[src/rtl/core/ggvc_pkg.sv]
// shared types, constants and the arctangent table of the go-to-goal controller
// no dependencies
`default_nettype none

package ggvc_pkg;

   localparam int CORDIC_STAGES_DEF = 16;
   localparam int MAX_STAGES        = 24;

   localparam int POS_W  = 18;
   localparam int ANG_W  = 16;
   localparam int DIFF_W = POS_W + 1;
   localparam int XY_W   = 30;
   localparam int Z_W    = 20;
   localparam int DIST_W = 20;
   localparam int ERR_W  = 19;

   localparam logic signed [Z_W-1:0] HALF_PI_Q16 = 20'sd102944;
   localparam logic signed [ERR_W-1:0] PI_Q13     = 19'sd25736;
   localparam logic signed [ERR_W-1:0] TWO_PI_Q13 = 19'sd51472;
   localparam logic [29:0] INV_GAIN_Q30 = 30'd652032875;

   typedef enum logic [2:0] {
      CSR_LINEAR_GAIN      = 3'd0,
      CSR_MAX_LINEAR_SPEED = 3'd1,
      CSR_ANGULAR_GAIN     = 3'd2,
      CSR_MAX_ANGULAR_RATE = 3'd3,
      CSR_HEADING_WINDOW   = 3'd4,
      CSR_STOP_DISTANCE    = 3'd5
   } csr_index_type;

   typedef struct packed {
      logic [15:0] linear_gain;
      logic [15:0] max_linear_speed;
      logic [15:0] angular_gain;
      logic [14:0] max_angular_rate;
      logic [14:0] heading_window;
      logic [15:0] stop_distance;
   } cfg_type;

   typedef struct packed {
      logic signed [XY_W-1:0]  x;
      logic signed [XY_W-1:0]  y;
      logic signed [Z_W-1:0]   z;
      logic signed [ANG_W-1:0] heading;
      logic                    zero;
   } cordic_type;

   // round(atan(2^-i) * 2^16)
   function automatic logic [16:0] atan_q16(input logic [4:0] idx);
      logic [16:0] r;
      unique case (idx)
         5'd0:    r = 17'd51472;
         5'd1:    r = 17'd30386;
         5'd2:    r = 17'd16055;
         5'd3:    r = 17'd8150;
         5'd4:    r = 17'd4091;
         5'd5:    r = 17'd2047;
         5'd6:    r = 17'd1024;
         5'd7:    r = 17'd512;
         5'd8:    r = 17'd256;
         5'd9:    r = 17'd128;
         5'd10:   r = 17'd64;
         5'd11:   r = 17'd32;
         5'd12:   r = 17'd16;
         5'd13:   r = 17'd8;
         5'd14:   r = 17'd4;
         5'd15:   r = 17'd2;
         5'd16:   r = 17'd1;
         default: r = 17'd0;
      endcase
      return r;
   endfunction

endpackage

`default_nettype wire

[src/rtl/core/ggvc_cordic_cell.sv]
// one vectoring cordic micro-rotation with its pipeline register
// depends on ggvc_pkg
`default_nettype none

module ggvc_cordic_cell import ggvc_pkg::*; #(
   parameter int STAGE = 0
) (
   input  wire logic       clock,
   input  wire logic       reset,
   input  wire logic       in_valid,
   output logic            in_ready,
   input  wire cordic_type in_data,
   output logic            out_valid,
   input  wire logic       out_ready,
   output cordic_type      out_data
);

   logic       valid_ff;
   cordic_type data_ff, data_in;
   logic signed [XY_W-1:0] xs, ys;
   logic signed [Z_W-1:0]  angle;

   assign in_ready = !valid_ff || out_ready;

   always_comb begin
      xs    = in_data.x >>> STAGE;
      ys    = in_data.y >>> STAGE;
      angle = {{(Z_W-17){1'b0}}, atan_q16(5'(STAGE))};
      data_in = in_data;
      if (in_data.y > 0) begin
         data_in.x = in_data.x + ys;
         data_in.y = in_data.y - xs;
         data_in.z = in_data.z + angle;
      end else begin
         data_in.x = in_data.x - ys;
         data_in.y = in_data.y + xs;
         data_in.z = in_data.z - angle;
      end
   end

   always_ff @(posedge clock) begin
      if (reset) begin
         valid_ff <= 1'b0;
      end else if (in_ready) begin
         valid_ff <= in_valid;
      end
      if (in_ready && in_valid) begin
         data_ff <= data_in;
      end
   end

   assign out_valid = valid_ff;
   assign out_data  = data_ff;

endmodule

`default_nettype wire

[config.mk]
export PLATFORM = sky130hd
export DESIGN_NAME = ggvc_cordic_cell
export DESIGN_NICKNAME = d
export VERILOG_FILES = /design/src/rtl/core/ggvc_pkg.sv /design/src/rtl/core/ggvc_cordic_cell.sv
export SDC_FILE = /design/constraint.sdc
export NUM_CORES = 1
export LEC_CHECK = 0
export BUFFER_PORTS_ARGS = -buffer_cell sky130_fd_sc_hd__buf_4
export CORE_ASPECT_RATIO = 1.4
export CORE_UTILIZATION = 56
export CTS_CLUSTER_SIZE = 30
export DETAILED_ROUTE_END_ITERATION = 8
export GPL_ROUTABILITY_DRIVEN = 0
export PLACE_DENSITY = 0.89
export SLEW_MARGIN = 20
export SYNTH_ARGS = -nofsm -noshare
export SYNTH_HDL_FRONTEND = slang
export SYNTH_SLANG_ARGS = --single-unit
[constraint.sdc]
create_clock -name clock -period 5.7 [get_ports clock]
set_input_delay 0.57 -clock clock [delete_from_list [all_inputs] [get_ports clock]]
set_output_delay 0.57 -clock clock [all_outputs]
set_load 0.01 [all_outputs]
==> load_flow_metrics.sql, run 1 <==
INSERT INTO impl_metrics (metric_group, metric, value, unit) VALUES
('drt', 'antenna_violating_nets_post_route', '0', ''),
('finish', 'post_route_cells_drive_above_1_share', '20.1', '%'),
('global_routing', 'number_of_antenna_violations_at_the_first_check_in_global_routing', '0', ''),
('clock_tree', 'insertion_delay', '0.37', 'ns'),
('power_and_ir_drop', 'powerDensity', '232', 'nW/um^2'),
('worst_setup_path', 'cp_max_fo', '62', ''),
('finish', 'multi_input_comb_area', '5310', 'um^2'),
('place', 'pre_cts_ws', '1.20', 'ns'),
('timing', 'fin_ws', '1.41', 'ns'),
('timing', 'totalNegativeSetupSlack', '0', 'ns'),
('clock_tree', 'cts_htree_levels', '3', ''),
('synthesis', 'synth_top_flop_cell', 'sky130_fd_sc_hd__edfxtp_1', ''),
('floorplanning', 'core_region_area', '15200', 'um^2'),
('place', 'dpl-instance-area', '10400', 'um^2'),
('timing', 'fin_worst_skew', '0.0117', 'ns'),
('synthesis', 'yosys_warnings', '0', ''),
('place', 'place.port_buffers', '199', ''),
('worst_setup_path', 'timing.setup.critical_path_class', 'in2reg', ''),
('finish', 'final.fill_count', '1168', ''),
('synthesis', 'yosysUniqueCellTypes', '70', ''),
('synthesis', 'cells_after_synth', '1008', ''),
('power_and_ir_drop', 'cellLeakagePower', '4.72', 'nW'),
('drt', 'routed_wl', '25.8', 'mm'),
('global_routing', 'grt_max_degree', '67', ''),
('clock_tree', 'cts_tree', 'built', ''),
('drt', 'drt_first_iter_violations', '987', ''),
('global_routing', 'grt_pass1_wl', '39.4', 'mm'),
('timing', 'fin_worst_hold_slack', '0.374', 'ns'),
('synthesis', 'async_flop_share', '0', '%'),
('power_and_ir_drop', 'vdd_ir_drop_max', '176', 'uV'),
('finish', 'area.sequential', '2900', 'um^2'),
('synthesis', 'syn_nets', '1214', ''),
('clock_tree', 'cts_post_setup_buffers_inserted', '0', ''),
('floorplanning', 'fp.dieH', '150', 'um'),
('timing', 'final_period_minus_worst_setup_slack', '4.29', 'ns'),
('worst_setup_path', 'regToRegSetupSlack', '3.65', 'ns'),
('drt', 'dr.pass1.iters', '6', ''),
('hold_path', 'min-delay-path-class', 'in2reg', ''),
('finish', 'num_antenna_cells', '0', ''),
('finish', 'finish.instance_area', '10700', 'um^2'),
('clock_tree', 'clkTransAtPathRegs', '0.07', 'ns'),
('synthesis', 'synth_sequential_area_ratio', '33.1', '%'),
('drt', 'drt-wirelength-per-cell', '18.7', 'um'),
('timing', 'clock.fmax', '0.233', 'GHz'),
('place', 'dp_hpwl', '19.6', 'mm'),
('finish', 'layout_common_cells', '202 x sky130_fd_sc_hd__buf_4, 114 x sky130_fd_sc_hd__a21oi_1, 102 x sky130_fd_sc_hd__inv_1', ''),
('drt', 'remaining_drc_errors', '0', ''),
('timing', 'rsz_0062_raised_after_global_routing', 'no', ''),
('drt', 'routed_vias_inst', '6.25', ''),
('drt', 'vias', '8609', ''),
('clock_tree', 'root_buffer', 'sky130_fd_sc_hd__clkbuf_16', ''),
('synthesis', 'synth_enable_flop_cells', '96', ''),
('clock_tree', 'cts.path.max_buffers', '2', ''),
('floorplanning', 'die-area', '16200', 'um^2'),
('status', 'outcome', 'complete, no violations', ''),
('timing', 'setup_viol_count_final', '0', ''),
('global_routing', 'grt_pass1_vias', '8004', ''),
('synthesis', 'postSynthRegisterBits', '97', ''),
('finish', 'area_growth_from_synthesis_to_final_layout', '21.6', '%'),
('worst_setup_path', 'worstPathArrival', '4.37', 'ns'),
('power_and_ir_drop', 'fin_total_pwr', '2.47', 'mW'),
('timing', 'final.period_utilization', '75.2', '%'),
('clock_tree', 'post_cts_resized', '0', ''),
('clock_tree', 'number_of_buffers_created_by_cts', '9', ''),
('timing', 'maxSlewViolCount', '0', ''),
('synthesis', 'synth.avg_cell_area', '8.70', 'um^2'),
('clock_tree', 'cts.hold.buffers_added', '0', ''),
('finish', 'layout.cells.most_common', 'sky130_fd_sc_hd__buf_4', ''),
('global_routing', 'grt_util_all_layers', '31.3', '%'),
('synthesis', 'synth.cell_area', '8770', 'um^2'),
('worst_setup_path', 'crit_end_category', 'flop', '');
## flip-flops by register name, summed over array words and instances (netlist names)
| signal | count |
|---|---|
| out_valid | 1 |
| out_data | 96 |
## routing by layer
layer | GRT usage, % | vias up | wire (um)
li1 | - | 3957 | -
met1 | 37.7 | 3919 | 9650
met2 | 53.5 | 614 | 12400
met3 | 5.05 | 119 | 2490
met4 | 16.2 | 0 | 1280
met5 | 0 | - | 0
## through the flow
step / instances / util, %
final: 1378 / 70.2
after global routing: 1378 / 70.2
after CTS: 1378 / 70.2
after detailed placement: 1362 / 68.2
after global placement: 1362 / 68.2
after floorplan: 1008 / -
## where the power goes
part	total (mW)	switching, mW	internal (mW)
sequential	0.930	0.0261	0.904
clock	0.621	0.310	0.310
combinational	0.922	0.530	0.392
## logic make-up after synthesis
group	Yosys count	share of synthesized area [%]
buffers and inverters	145	6.47
DFF	97	33.1
muxes	6	0.685
AOI/OAI and AO/OA	319	23.0
adders and majority gates	105	15.3
xor gates and xnor gates	65	6.49
and+or+nand+nor	271	14.9
## worst paths after layout
| check | start | to | cells past startpoint |
|---|---|---|---|
| worst min-delay path | reset | out_valid$_SDFFE_PP0N_ | 2 |
| worst max register to register | out_valid$_SDFFE_PP0N_ | out_data[49]$_DFFE_PP_ | 3 |
| worst max-delay path | in_data[56] | out_data[35]$_DFFE_PP_ | 15 |
| worst min register to register | out_valid$_SDFFE_PP0N_ | out_valid$_SDFFE_PP0N_ | 2 |
## cell usage after synthesis, types with 6 or more instances
master / n / area [um^2]
sky130_fd_sc_hd__nor2b_1: 9 / 56.3
sky130_fd_sc_hd__o21a_1: 7 / 52.6
sky130_fd_sc_hd__ha_1: 101 / 1260
sky130_fd_sc_hd__and2_1: 8 / 50.1
sky130_fd_sc_hd__o21ai_0: 58 / 290
sky130_fd_sc_hd__o21ai_1: 6 / 30.0
sky130_fd_sc_hd__a31oi_1: 15 / 93.8
sky130_fd_sc_hd__xnor2_1: 58 / 508
sky130_fd_sc_hd__nand2b_1: 16 / 100
sky130_fd_sc_hd__buf_2: 15 / 75.1
sky130_fd_sc_hd__inv_1: 103 / 387
sky130_fd_sc_hd__mux2i_1: 6 / 60.1
sky130_fd_sc_hd__or3_1: 6 / 37.5
sky130_fd_sc_hd__o211ai_1: 14 / 105
sky130_fd_sc_hd__o31ai_1: 9 / 67.6
sky130_fd_sc_hd__edfxtp_1: 96 / 2880
sky130_fd_sc_hd__clkbuf_1: 22 / 82.6
sky130_fd_sc_hd__nand3_1: 23 / 115
sky130_fd_sc_hd__o21bai_1: 15 / 113
sky130_fd_sc_hd__a21o_1: 20 / 150
sky130_fd_sc_hd__nor3_1: 24 / 120
sky130_fd_sc_hd__o22ai_1: 6 / 37.5
sky130_fd_sc_hd__a211oi_1: 9 / 67.6
sky130_fd_sc_hd__nand4_1: 13 / 81.3
sky130_fd_sc_hd__nor4_1: 12 / 75.1
sky130_fd_sc_hd__xor2_1: 7 / 61.3
sky130_fd_sc_hd__a21oi_1: 114 / 571
sky130_fd_sc_hd__nand2_1: 64 / 240
sky130_fd_sc_hd__nor2_1: 79 / 297
## critical path: stages
cell,delay [ns]
sky130_fd_sc_hd__buf_4,0.13
sky130_fd_sc_hd__nor4_1,0.63
sky130_fd_sc_hd__nand4_1,0.25
sky130_fd_sc_hd__o21bai_4,0.44
sky130_fd_sc_hd__clkinv_1,0.17
sky130_fd_sc_hd__buf_4,0.38
sky130_fd_sc_hd__fa_1,0.51
sky130_fd_sc_hd__nor2b_1,0.16
sky130_fd_sc_hd__o21a_1,0.13
sky130_fd_sc_hd__nor2_1,0.06
sky130_fd_sc_hd__o21bai_1,0.18
sky130_fd_sc_hd__a31oi_1,0.17
sky130_fd_sc_hd__o211ai_1,0.31
sky130_fd_sc_hd__a2111o_1,0.20
sky130_fd_sc_hd__o211ai_1,0.09
## layout make-up
| type | count | area share [%] |
|---|---|---|
| clock buffers | 9 | 2.11 |
| clock inverters | 7 | 0.681 |
| inverters | 105 | 3.70 |
| multi-input cells | 766 | 49.8 |
| flip-flops and latches | 97 | 27.2 |
| well taps | 192 | 2.25 |
| repair buffers | 202 | 14.2 |
Power figures use the tool's default switching activity.
==> run 2, diff against run 1 <==
- ABC_AREA: default -> 1
- CORE_UTILIZATION: 56 -> 52
- PLACE_DENSITY: 0.89 -> 0.85
- clock period: 5.7 -> 3.8 ns (I/O delays scaled with it)
==> load_flow_metrics.sql, run 2 <==
INSERT INTO impl_metrics (metric_group, metric, value, unit) VALUES
('status', 'outcome', 'complete, no violations', ''),
('worst_setup_path', 'setup.worst_path.end', 'out_data[33]$_DFFE_PP_', ''),
('clock_tree', 'root_buffer', 'sky130_fd_sc_hd__clkbuf_16', ''),
('clock_tree', 'cts_tree', 'built', ''),
('timing', 'totalNegativeSetupSlack', '0', 'ns'),
('synthesis', 'synth_sequential_area_ratio', '27.1', '%'),
('worst_setup_path', 'reg2regPathDepth', '2', ''),
('finish', 'layout_common_cells', '517 x sky130_fd_sc_hd__nand2_1, 269 x sky130_fd_sc_hd__inv_1, 201 x sky130_fd_sc_hd__buf_4', ''),
('timing', 'timing.max_slew.rel_slack', '56.2', '%'),
('synthesis', 'synth.avg_cell_area', '6.75', 'um^2'),
('floorplanning', 'die-area', '21200', 'um^2'),
('power_and_ir_drop', 'cellLeakagePower', '6.73', 'nW'),
('synthesis', 'yosys_warnings', '0', ''),
('drt', 'routed_wl', '32.1', 'mm'),
('finish', 'num_antenna_cells', '0', ''),
('global_routing', 'globalRouteMet2Util', '54.1', '%'),
('worst_setup_path', 'reg2reg_from', 'out_valid$_SDFFE_PP0N_', ''),
('synthesis', 'cells_after_synth', '1586', ''),
('clock_tree', 'cts_post_setup_buffers_inserted', '0', ''),
('drt', 'drt-wirelength-per-cell', '15.9', 'um'),
('synthesis', 'synth_most_common_cell', 'sky130_fd_sc_hd__nand2_1', ''),
('worst_setup_path', 'worstPathArrival', '3.25', 'ns'),
('worst_setup_path', 'regToRegSetupSlack', '2.43', 'ns'),
('power_and_ir_drop', 'vdd_ir_drop_max', '227', 'uV'),
('worst_setup_path', 'crit_end_category', 'flop', ''),
('clock_tree', 'cts_htree_levels', '3', ''),
('synthesis', 'synth.top_cells.by_count', '518 x sky130_fd_sc_hd__nand2_1, 269 x sky130_fd_sc_hd__inv_1, 139 x sky130_fd_sc_hd__nand3_1', ''),
('worst_setup_path', 'worst_path_largest_cell_delay', '0.43', 'ns'),
('worst_setup_path', 'worst_setup_path_start_kind', 'input pin', ''),
('timing', 'final.period_utilization', '82.4', '%'),
('worst_setup_path', 'critical_path_cell_count', '14', ''),
('drt', 'antenna_violating_nets_post_route', '0', ''),
('global_routing', 'grt_most_used_layer', 'met2', ''),
('global_routing', 'grt_pass1_vias', '10746', ''),
('floorplanning', 'fp.dieH', '172', 'um'),
('power_and_ir_drop', 'cellInternalPower', '2.43', 'mW'),
('floorplanning', 'boundaryPins', '200', ''),
('clock_tree', 'cts.path.max_buffers', '2', ''),
('worst_setup_path', 'timing.setup.critical_path_class', 'in2reg', ''),
('finish', 'post_route_cells_drive_above_1_share', '16.3', '%'),
('clock_tree', 'number_of_buffers_created_by_cts', '9', ''),
('finish', 'layout.cells.most_common', 'sky130_fd_sc_hd__nand2_1', ''),
('finish', 'final.fill_count', '1846', ''),
('power_and_ir_drop', 'switch_share', '37.8', '%'),
('worst_setup_path', 'timing.rr.end', 'out_data[12]$_DFFE_PP_', ''),
('timing', 'tightest_slew', '0.657', 'ns'),
('place', 'place.port_buffers', '199', ''),
('finish', 'post_layout_nonfiller_instances', '2016', ''),
('job', 'drv.max_cap_violation_count', '0', ''),
('global_routing', 'global_route.overflow_total', '0', ''),
('synthesis', 'postSynthRegisterBits', '97', ''),
('global_routing', 'grt.met1_usage', '33.9', '%'),
('worst_setup_path', 'cp_cell_sequence', 'buf_4 -> nor2_1 -> nand3_1 -> nor3_2 -> nand4_1 -> nand2_2 -> inv_2 -> fa_1 -> o21ai_1 -> a21oi_1 -> o21ai_1 -> a21oi_1 -> nand2_1 -> nand2_1', ''),
('floorplanning', 'die-width', '123', 'um'),
('floorplanning', 'initial_cell_density_of_the_core', '53.6', '%'),
('clock_tree', 'cts_sinks', '97', ''),
('drt', 'remaining_drc_errors', '0', ''),
('worst_setup_path', 'critical_path.slowest_cell', 'sky130_fd_sc_hd__fa_1', ''),
('hold_path', 'min-delay-path-class', 'in2reg', ''),
('timing', 'rsz_0062_raised_after_global_routing', 'no', ''),
('timing', 'fin_worst_skew', '0.0139', 'ns'),
('floorplanning', 'core_region_area', '20000', 'um^2'),
('global_routing', 'grt_pass1_wl', '51.2', 'mm'),
('synthesis', 'netlist.top_cell.by_area', 'sky130_fd_sc_hd__edfxtp_1', ''),
('finish', 'final_net_count', '1965', ''),
('power_and_ir_drop', 'p_seq_share', '35.0', '%'),
('timing', 'clock.fmax', '0.319', 'GHz'),
('synthesis', 'syn_nets', '1792', ''),
('timing', 'hold_violations', '0', ''),
('global_routing', 'grt_max_degree', '97', ''),
('clock_tree', 'insertion_delay', '0.37', 'ns'),
('timing', 'maxSlewViolCount', '0', ''),
('synthesis', 'synth.cell_area', '10700', 'um^2'),
('timing', 'final_period_minus_worst_setup_slack', '3.13', 'ns'),
('synthesis', 'yosysUniqueCellTypes', '41', ''),
('floorplanning', 'std_cell_rows', '61', ''),
('worst_setup_path', 'cp_top_family', 'simple AND/OR/NAND/NOR gates', ''),
('synthesis', 'synth_top_flop_cell', 'sky130_fd_sc_hd__edfxtp_1', ''),
('drt', 'routed_vias_inst', '5.46', ''),
('worst_setup_path', 'cp_max_fo', '13', ''),
('drt', 'vias', '11003', ''),
('power_and_ir_drop', 'pwr-share-comb', '40.9', '%'),
('finish', 'largest_register_ff_count', '96', ''),
('finish', 'area_growth_from_synthesis_to_final_layout', '17.0', '%'),
('power_and_ir_drop', 'power.share.clock', '24.1', '%'),
('place', 'number_of_cells_in_the_design_after_placement', '2000', ''),
('synthesis', 'async_flop_share', '0', '%'),
('power_and_ir_drop', 'net_sw_power', '1.48', 'mW'),
('place', 'dp_hpwl', '25.8', 'mm'),
('global_routing', 'met3_usage', '5.47', '%'),
('drt', 'dr.pass1.iters', '7', ''),
('timing', 'setup_viol_count_final', '0', ''),
('global_routing', 'number_of_antenna_violations_at_the_first_check_in_global_routing', '0', ''),
('power_and_ir_drop', 'powerDensity', '311', 'nW/um^2'),
('worst_setup_path', 'worst-endpoint-required', '3.92', 'ns'),
('drt', 'drt_first_iter_violations', '928', ''),
('worst_setup_path', 'crit_startpoint', 'in_data[43]', ''),
('global_routing', 'grt_util_all_layers', '31.7', '%'),
('clock_tree', 'clkTransAtPathRegs', '0.07', 'ns'),
('synthesis', 'netlist.area_leader.share', '26.9', '%'),
('synthesis', 'synth_enable_flop_cells', '96', ''),
('synthesis', 'synthTopCellsByArea', 'sky130_fd_sc_hd__edfxtp_1 27%, sky130_fd_sc_hd__nand2_1 18%, sky130_fd_sc_hd__ha_1 12%', ''),
('worst_setup_path', 'cp_num_buf_inv', '2', '');
==> run 2: kinds of logic (layout without fill, tap and decap cells) <==
logic type      after synthesis  count (layout)  share of synthesized area (%)
xor+xnor                     45              45                           3.68
buf+inv                     318             496                           12.9
simple gates                843             843                           34.7
compound gates              178             178                           9.09
fa+ha+maj                   105             105                           12.5
flops                        97              97                           27.1
==> run 2: layer usage <==
layer,wire length (um),vias up
met5,0,-
met4,2680,0
met3,2550,173
met2,15500,577
met1,11500,4899
li1,-,5354
==> run 2: per-stage QoR <==
step | hold slack, ns | cell area (um^2) | utilization [%] | power [mW] | setup WS, ns
after floorplan | 0.449 | 10700 | - | 2.43 | 0.131
final | 0.173 | 12500 | 62.7 | 3.90 | 0.667
after CTS | 0.165 | 12500 | 62.7 | 3.90 | 0.546
after global routing | 0.172 | 12500 | 62.7 | 4.14 | 0.492
after global placement | 0.522 | 12200 | 61.2 | 2.92 | 0.307
after detailed placement | 0.543 | 12200 | 61.2 | 2.95 | 0.160
==> run 2: final cells by class <==
class / count / area, um^2 / area share, %
timing repair buffer: 202 / 1530 / 12.2
inverter: 278 / 1040 / 8.33
tap: 252 / 315 / 2.52
sequential: 97 / 2900 / 23.2
multi-input combinational: 1171 / 6440 / 51.4
clock inverter: 4 / 33.8 / 0.270
clock buffer: 12 / 267 / 2.13
==> run 2: timing repair <==
action / 4_1_cts / 5_1_grt
resized for setup: 0 / 1
hold endpoints to repair: 0 / 0
endpoints found under the setup margin: 0 / 1
hold buffers: 0 / 0
==> run 2: power by group through the flow <==
| stage | combinational (mW) | clock, mW | sequential, mW |
|---|---|---|---|
| after floorplan | 0.981 | 0 | 1.45 |
| after global placement | 1.53 | 0 | 1.39 |
| after detailed placement | 1.56 | 0 | 1.39 |
| after CTS | 1.57 | 0.959 | 1.37 |
| after global routing | 1.77 | 0.993 | 1.38 |
| final | 1.60 | 0.939 | 1.37 |
==> run 2: how the worst min path moves through the flow <==
stage	start	cells past startpoint	to
final	reset	2	out_valid$_SDFFE_PP0N_
after global routing	reset	2	out_valid$_SDFFE_PP0N_
after global placement	out_valid$_SDFFE_PP0N_	2	out_valid$_SDFFE_PP0N_
after floorplan	reset	1	out_valid$_SDFFE_PP0N_
after CTS	reset	2	out_valid$_SDFFE_PP0N_
after detailed placement	out_valid$_SDFFE_PP0N_	2	out_valid$_SDFFE_PP0N_
==> run 3, diff against run 2 <==
- ABC_AREA: 1 -> 0
- CORE_UTILIZATION: 52 -> 56
- PLACE_DENSITY: 0.85 -> 0.89
- clock period: 3.8 -> 3.1 ns (I/O delays scaled with it)
==> load_flow_metrics.sql, run 3 (synthesis results as in run 1) <==
INSERT INTO impl_metrics (metric_group, metric, value, unit) VALUES
('global_routing', 'grt_max_degree', '69', ''),
('finish', 'finish.utilization', '77.7', '%'),
('worst_setup_path', 'cp_top_family', 'compound AO/OA/AOI/OAI gates', ''),
('clock_tree', 'root_buffer', 'sky130_fd_sc_hd__clkbuf_16', ''),
('place', 'place.port_buffers', '199', ''),
('timing', 'final_period_minus_worst_setup_slack', '3.03', 'ns'),
('clock_tree', 'cts_sinks', '97', ''),
('finish', 'final_net_count', '1518', ''),
('finish', 'post_route_cells_drive_above_1_share', '29.1', '%'),
('floorplanning', 'die-area', '16200', 'um^2'),
('worst_setup_path', 'cp_max_fo', '6', ''),
('clock_tree', 'cts_htree_levels', '3', ''),
('finish', 'area_growth_from_synthesis_to_final_layout', '34.6', '%'),
('power_and_ir_drop', 'powerDensity', '410', 'nW/um^2'),
('floorplanning', 'std_cell_rows', '53', ''),
('clock_tree', 'cts_tree', 'built', ''),
('place', 'dp_hpwl', '22.2', 'mm'),
('global_routing', 'number_of_antenna_violations_at_the_first_check_in_global_routing', '0', ''),
('worst_setup_path', 'worst-endpoint-required', '3.20', 'ns'),
('drt', 'detail_route.wirelength.met1', '9.61', 'mm'),
('floorplanning', 'core_region_area', '15200', 'um^2'),
('finish', 'final.fill_count', '1040', ''),
('clock_tree', 'insertion_delay', '0.36', 'ns'),
('finish', 'num_antenna_cells', '0', ''),
('worst_setup_path', 'cp_cell_sequence', 'buf_4 -> nor4_4 -> buf_4 -> nand4_1 -> o21bai_4 -> buf_12 -> buf_4 -> ha_4 -> nand2_1 -> o21ai_2 -> o41ai_2 -> o21ai_1 -> o41ai_2 -> o2111ai_1 -> a21oi_1 -> xor2_1', ''),
('floorplanning', 'fp.dieH', '150', 'um'),
('power_and_ir_drop', 'vdd_ir_drop_max', '335', 'uV'),
('timing', 'timing.max_slew.rel_slack', '49.7', '%'),
('worst_setup_path', 'worstPathArrival', '3.13', 'ns'),
('finish', 'largest_register_ff_count', '96', ''),
('drt', 'antenna_violating_nets_post_route', '0', ''),
('timing', 'hold_violations', '0', ''),
('drt', 'routed_vias_inst', '6.19', ''),
('hold_path', 'min-delay-path-class', 'in2reg', ''),
('finish', 'multi_input_comb_area', '5430', 'um^2'),
('timing', 'tightest_slew', '0.755', 'ns'),
('drt', 'vias', '9338', ''),
('worst_setup_path', 'worst_setup_path_start_kind', 'input pin', ''),
('drt', 'remaining_drc_errors', '0', ''),
('drt', 'met3RoutedLength', '2.73', 'mm'),
('clock_tree', 'clkTransAtPathRegs', '0.08', 'ns'),
('job', 'drv.max_cap_violation_count', '0', ''),
('drt', 'dr.pass1.iters', '6', ''),
('power_and_ir_drop', 'cellLeakagePower', '5.39', 'nW'),
('worst_setup_path', 'cp_num_buf_inv', '4', ''),
('clock_tree', 'cts.path.max_buffers', '2', ''),
('worst_setup_path', 'regToRegSetupSlack', '1.38', 'ns'),
('floorplanning', 'boundaryPins', '200', ''),
('finish', 'layout.cells.most_common', 'sky130_fd_sc_hd__buf_4', ''),
('timing', 'fin_worst_skew', '0.00752', 'ns'),
('global_routing', 'grt_pass1_wl', '43.8', 'mm'),
('clock_tree', 'number_of_buffers_created_by_cts', '9', ''),
('timing', 'totalNegativeSetupSlack', '0', 'ns'),
('drt', 'route.met2.wl', '14.5', 'mm'),
('drt', 'routed_wl', '28.8', 'mm'),
('floorplanning', 'die-width', '108', 'um'),
('timing', 'setup_viol_count_final', '0', ''),
('worst_setup_path', 'worst_path_largest_cell_delay', '0.39', 'ns'),
('worst_setup_path', 'timing.setup.critical_path_class', 'in2reg', ''),
('worst_setup_path', 'crit_top_cell', 'sky130_fd_sc_hd__buf_4', ''),
('place', 'pre_cts_ws', '-0.406', 'ns'),
('timing', 'final.period_utilization', '97.8', '%'),
('worst_setup_path', 'crit_end_category', 'flop', ''),
('timing', 'fin_ws', '0.0690', 'ns'),
('timing', 'maxSlewViolCount', '0', ''),
('drt', 'drt_first_iter_violations', '976', ''),
('status', 'outcome', 'complete, no violations', ''),
('drt', 'drt-wirelength-per-cell', '19.1', 'um'),
('global_routing', 'global_route.overflow_total', '0', ''),
('global_routing', 'grt_util_all_layers', '35.0', '%'),
('worst_setup_path', 'critical_path.slowest_cell', 'sky130_fd_sc_hd__o41ai_2', ''),
('finish', 'area.sequential', '2900', 'um^2'),
('drt', 'dr.max_layer_used', 'met4', ''),
('timing', 'fin_worst_hold_slack', '0.124', 'ns'),
('global_routing', 'grt_pass1_vias', '9213', ''),
('floorplanning', 'initial_cell_density_of_the_core', '57.7', '%'),
('finish', 'layout_common_cells', '331 x sky130_fd_sc_hd__buf_4, 113 x sky130_fd_sc_hd__a21oi_1, 102 x sky130_fd_sc_hd__inv_1', ''),
('timing', 'clock.fmax', '0.330', 'GHz');
run 3: cell count changes in the layout (fill, tap and decap cells not counted), moves of 21 or more:
cell	previous run	this run
sky130_fd_sc_hd__buf_4	201	331
sky130_fd_sc_hd__xor2_1	41	7
sky130_fd_sc_hd__inv_1	269	102
sky130_fd_sc_hd__a21oi_1	86	113
sky130_fd_sc_hd__nand2_1	517	64
sky130_fd_sc_hd__nand3_1	139	23
sky130_fd_sc_hd__nor2_2	21	0
sky130_fd_sc_hd__xnor2_1	4	58
run 3: stage by stage:
stage          power [mW]  instance area (um^2)  std cells
2_1_floorplan        2.79                  8900       1008
3_3_place_gp         3.56                 11400       1490
3_5_place_dp         3.63                 11400       1490
4_1_cts              4.78                 11800       1507
5_1_grt              5.03                 11800       1509
6_report             4.84                 11800       1509
run 3: cell type report:
cell class	instances	share of cell area, %
inverter	105	3.34
sequential	97	24.6
timing repair buffer	333	21.4
tap	192	2.04
clock inverter	7	0.731
clock buffer	9	1.91
multi-input combinational	766	46.0
run 3: timing repair:
item | in CTS | in global routing
pin swaps | 2 | 6
setup endpoints to repair | 4 | 4
hold buffers | 0 | 0
resized for setup | 0 | 5
setup buffers | 1 | 2
run 3: worst paths after layout:
check / end / depth (start not counted) / start
worst max register to register: out_data[82]$_DFFE_PP_ / 3 / out_valid$_SDFFE_PP0N_
worst min register to register: out_valid$_SDFFE_PP0N_ / 2 / out_valid$_SDFFE_PP0N_
worst max-delay path: out_data[36]$_DFFE_PP_ / 16 / in_data[45]
worst min-delay path: out_valid$_SDFFE_PP0N_ / 2 / reset
run 3: routing by layer:
layer	vias up	track usage, %
li1	4223	-
met1	4267	37.5
met2	674	62.2
met3	174	5.66
met4	0	24.0
met5	-	0
run 3: power breakdown:
part	switching, mW	internal (mW)
Sequential	0.0494	1.66
Clock	0.586	0.576
Combinational	1.07	0.893
run 3: worst reg2reg max path, delay by kind of cell (launching register included):
family,cells,cell delay (ns)
flip-flops,1,0.31
AND/OR/NAND/NOR,2,0.65
buffers and inverters,1,0.42
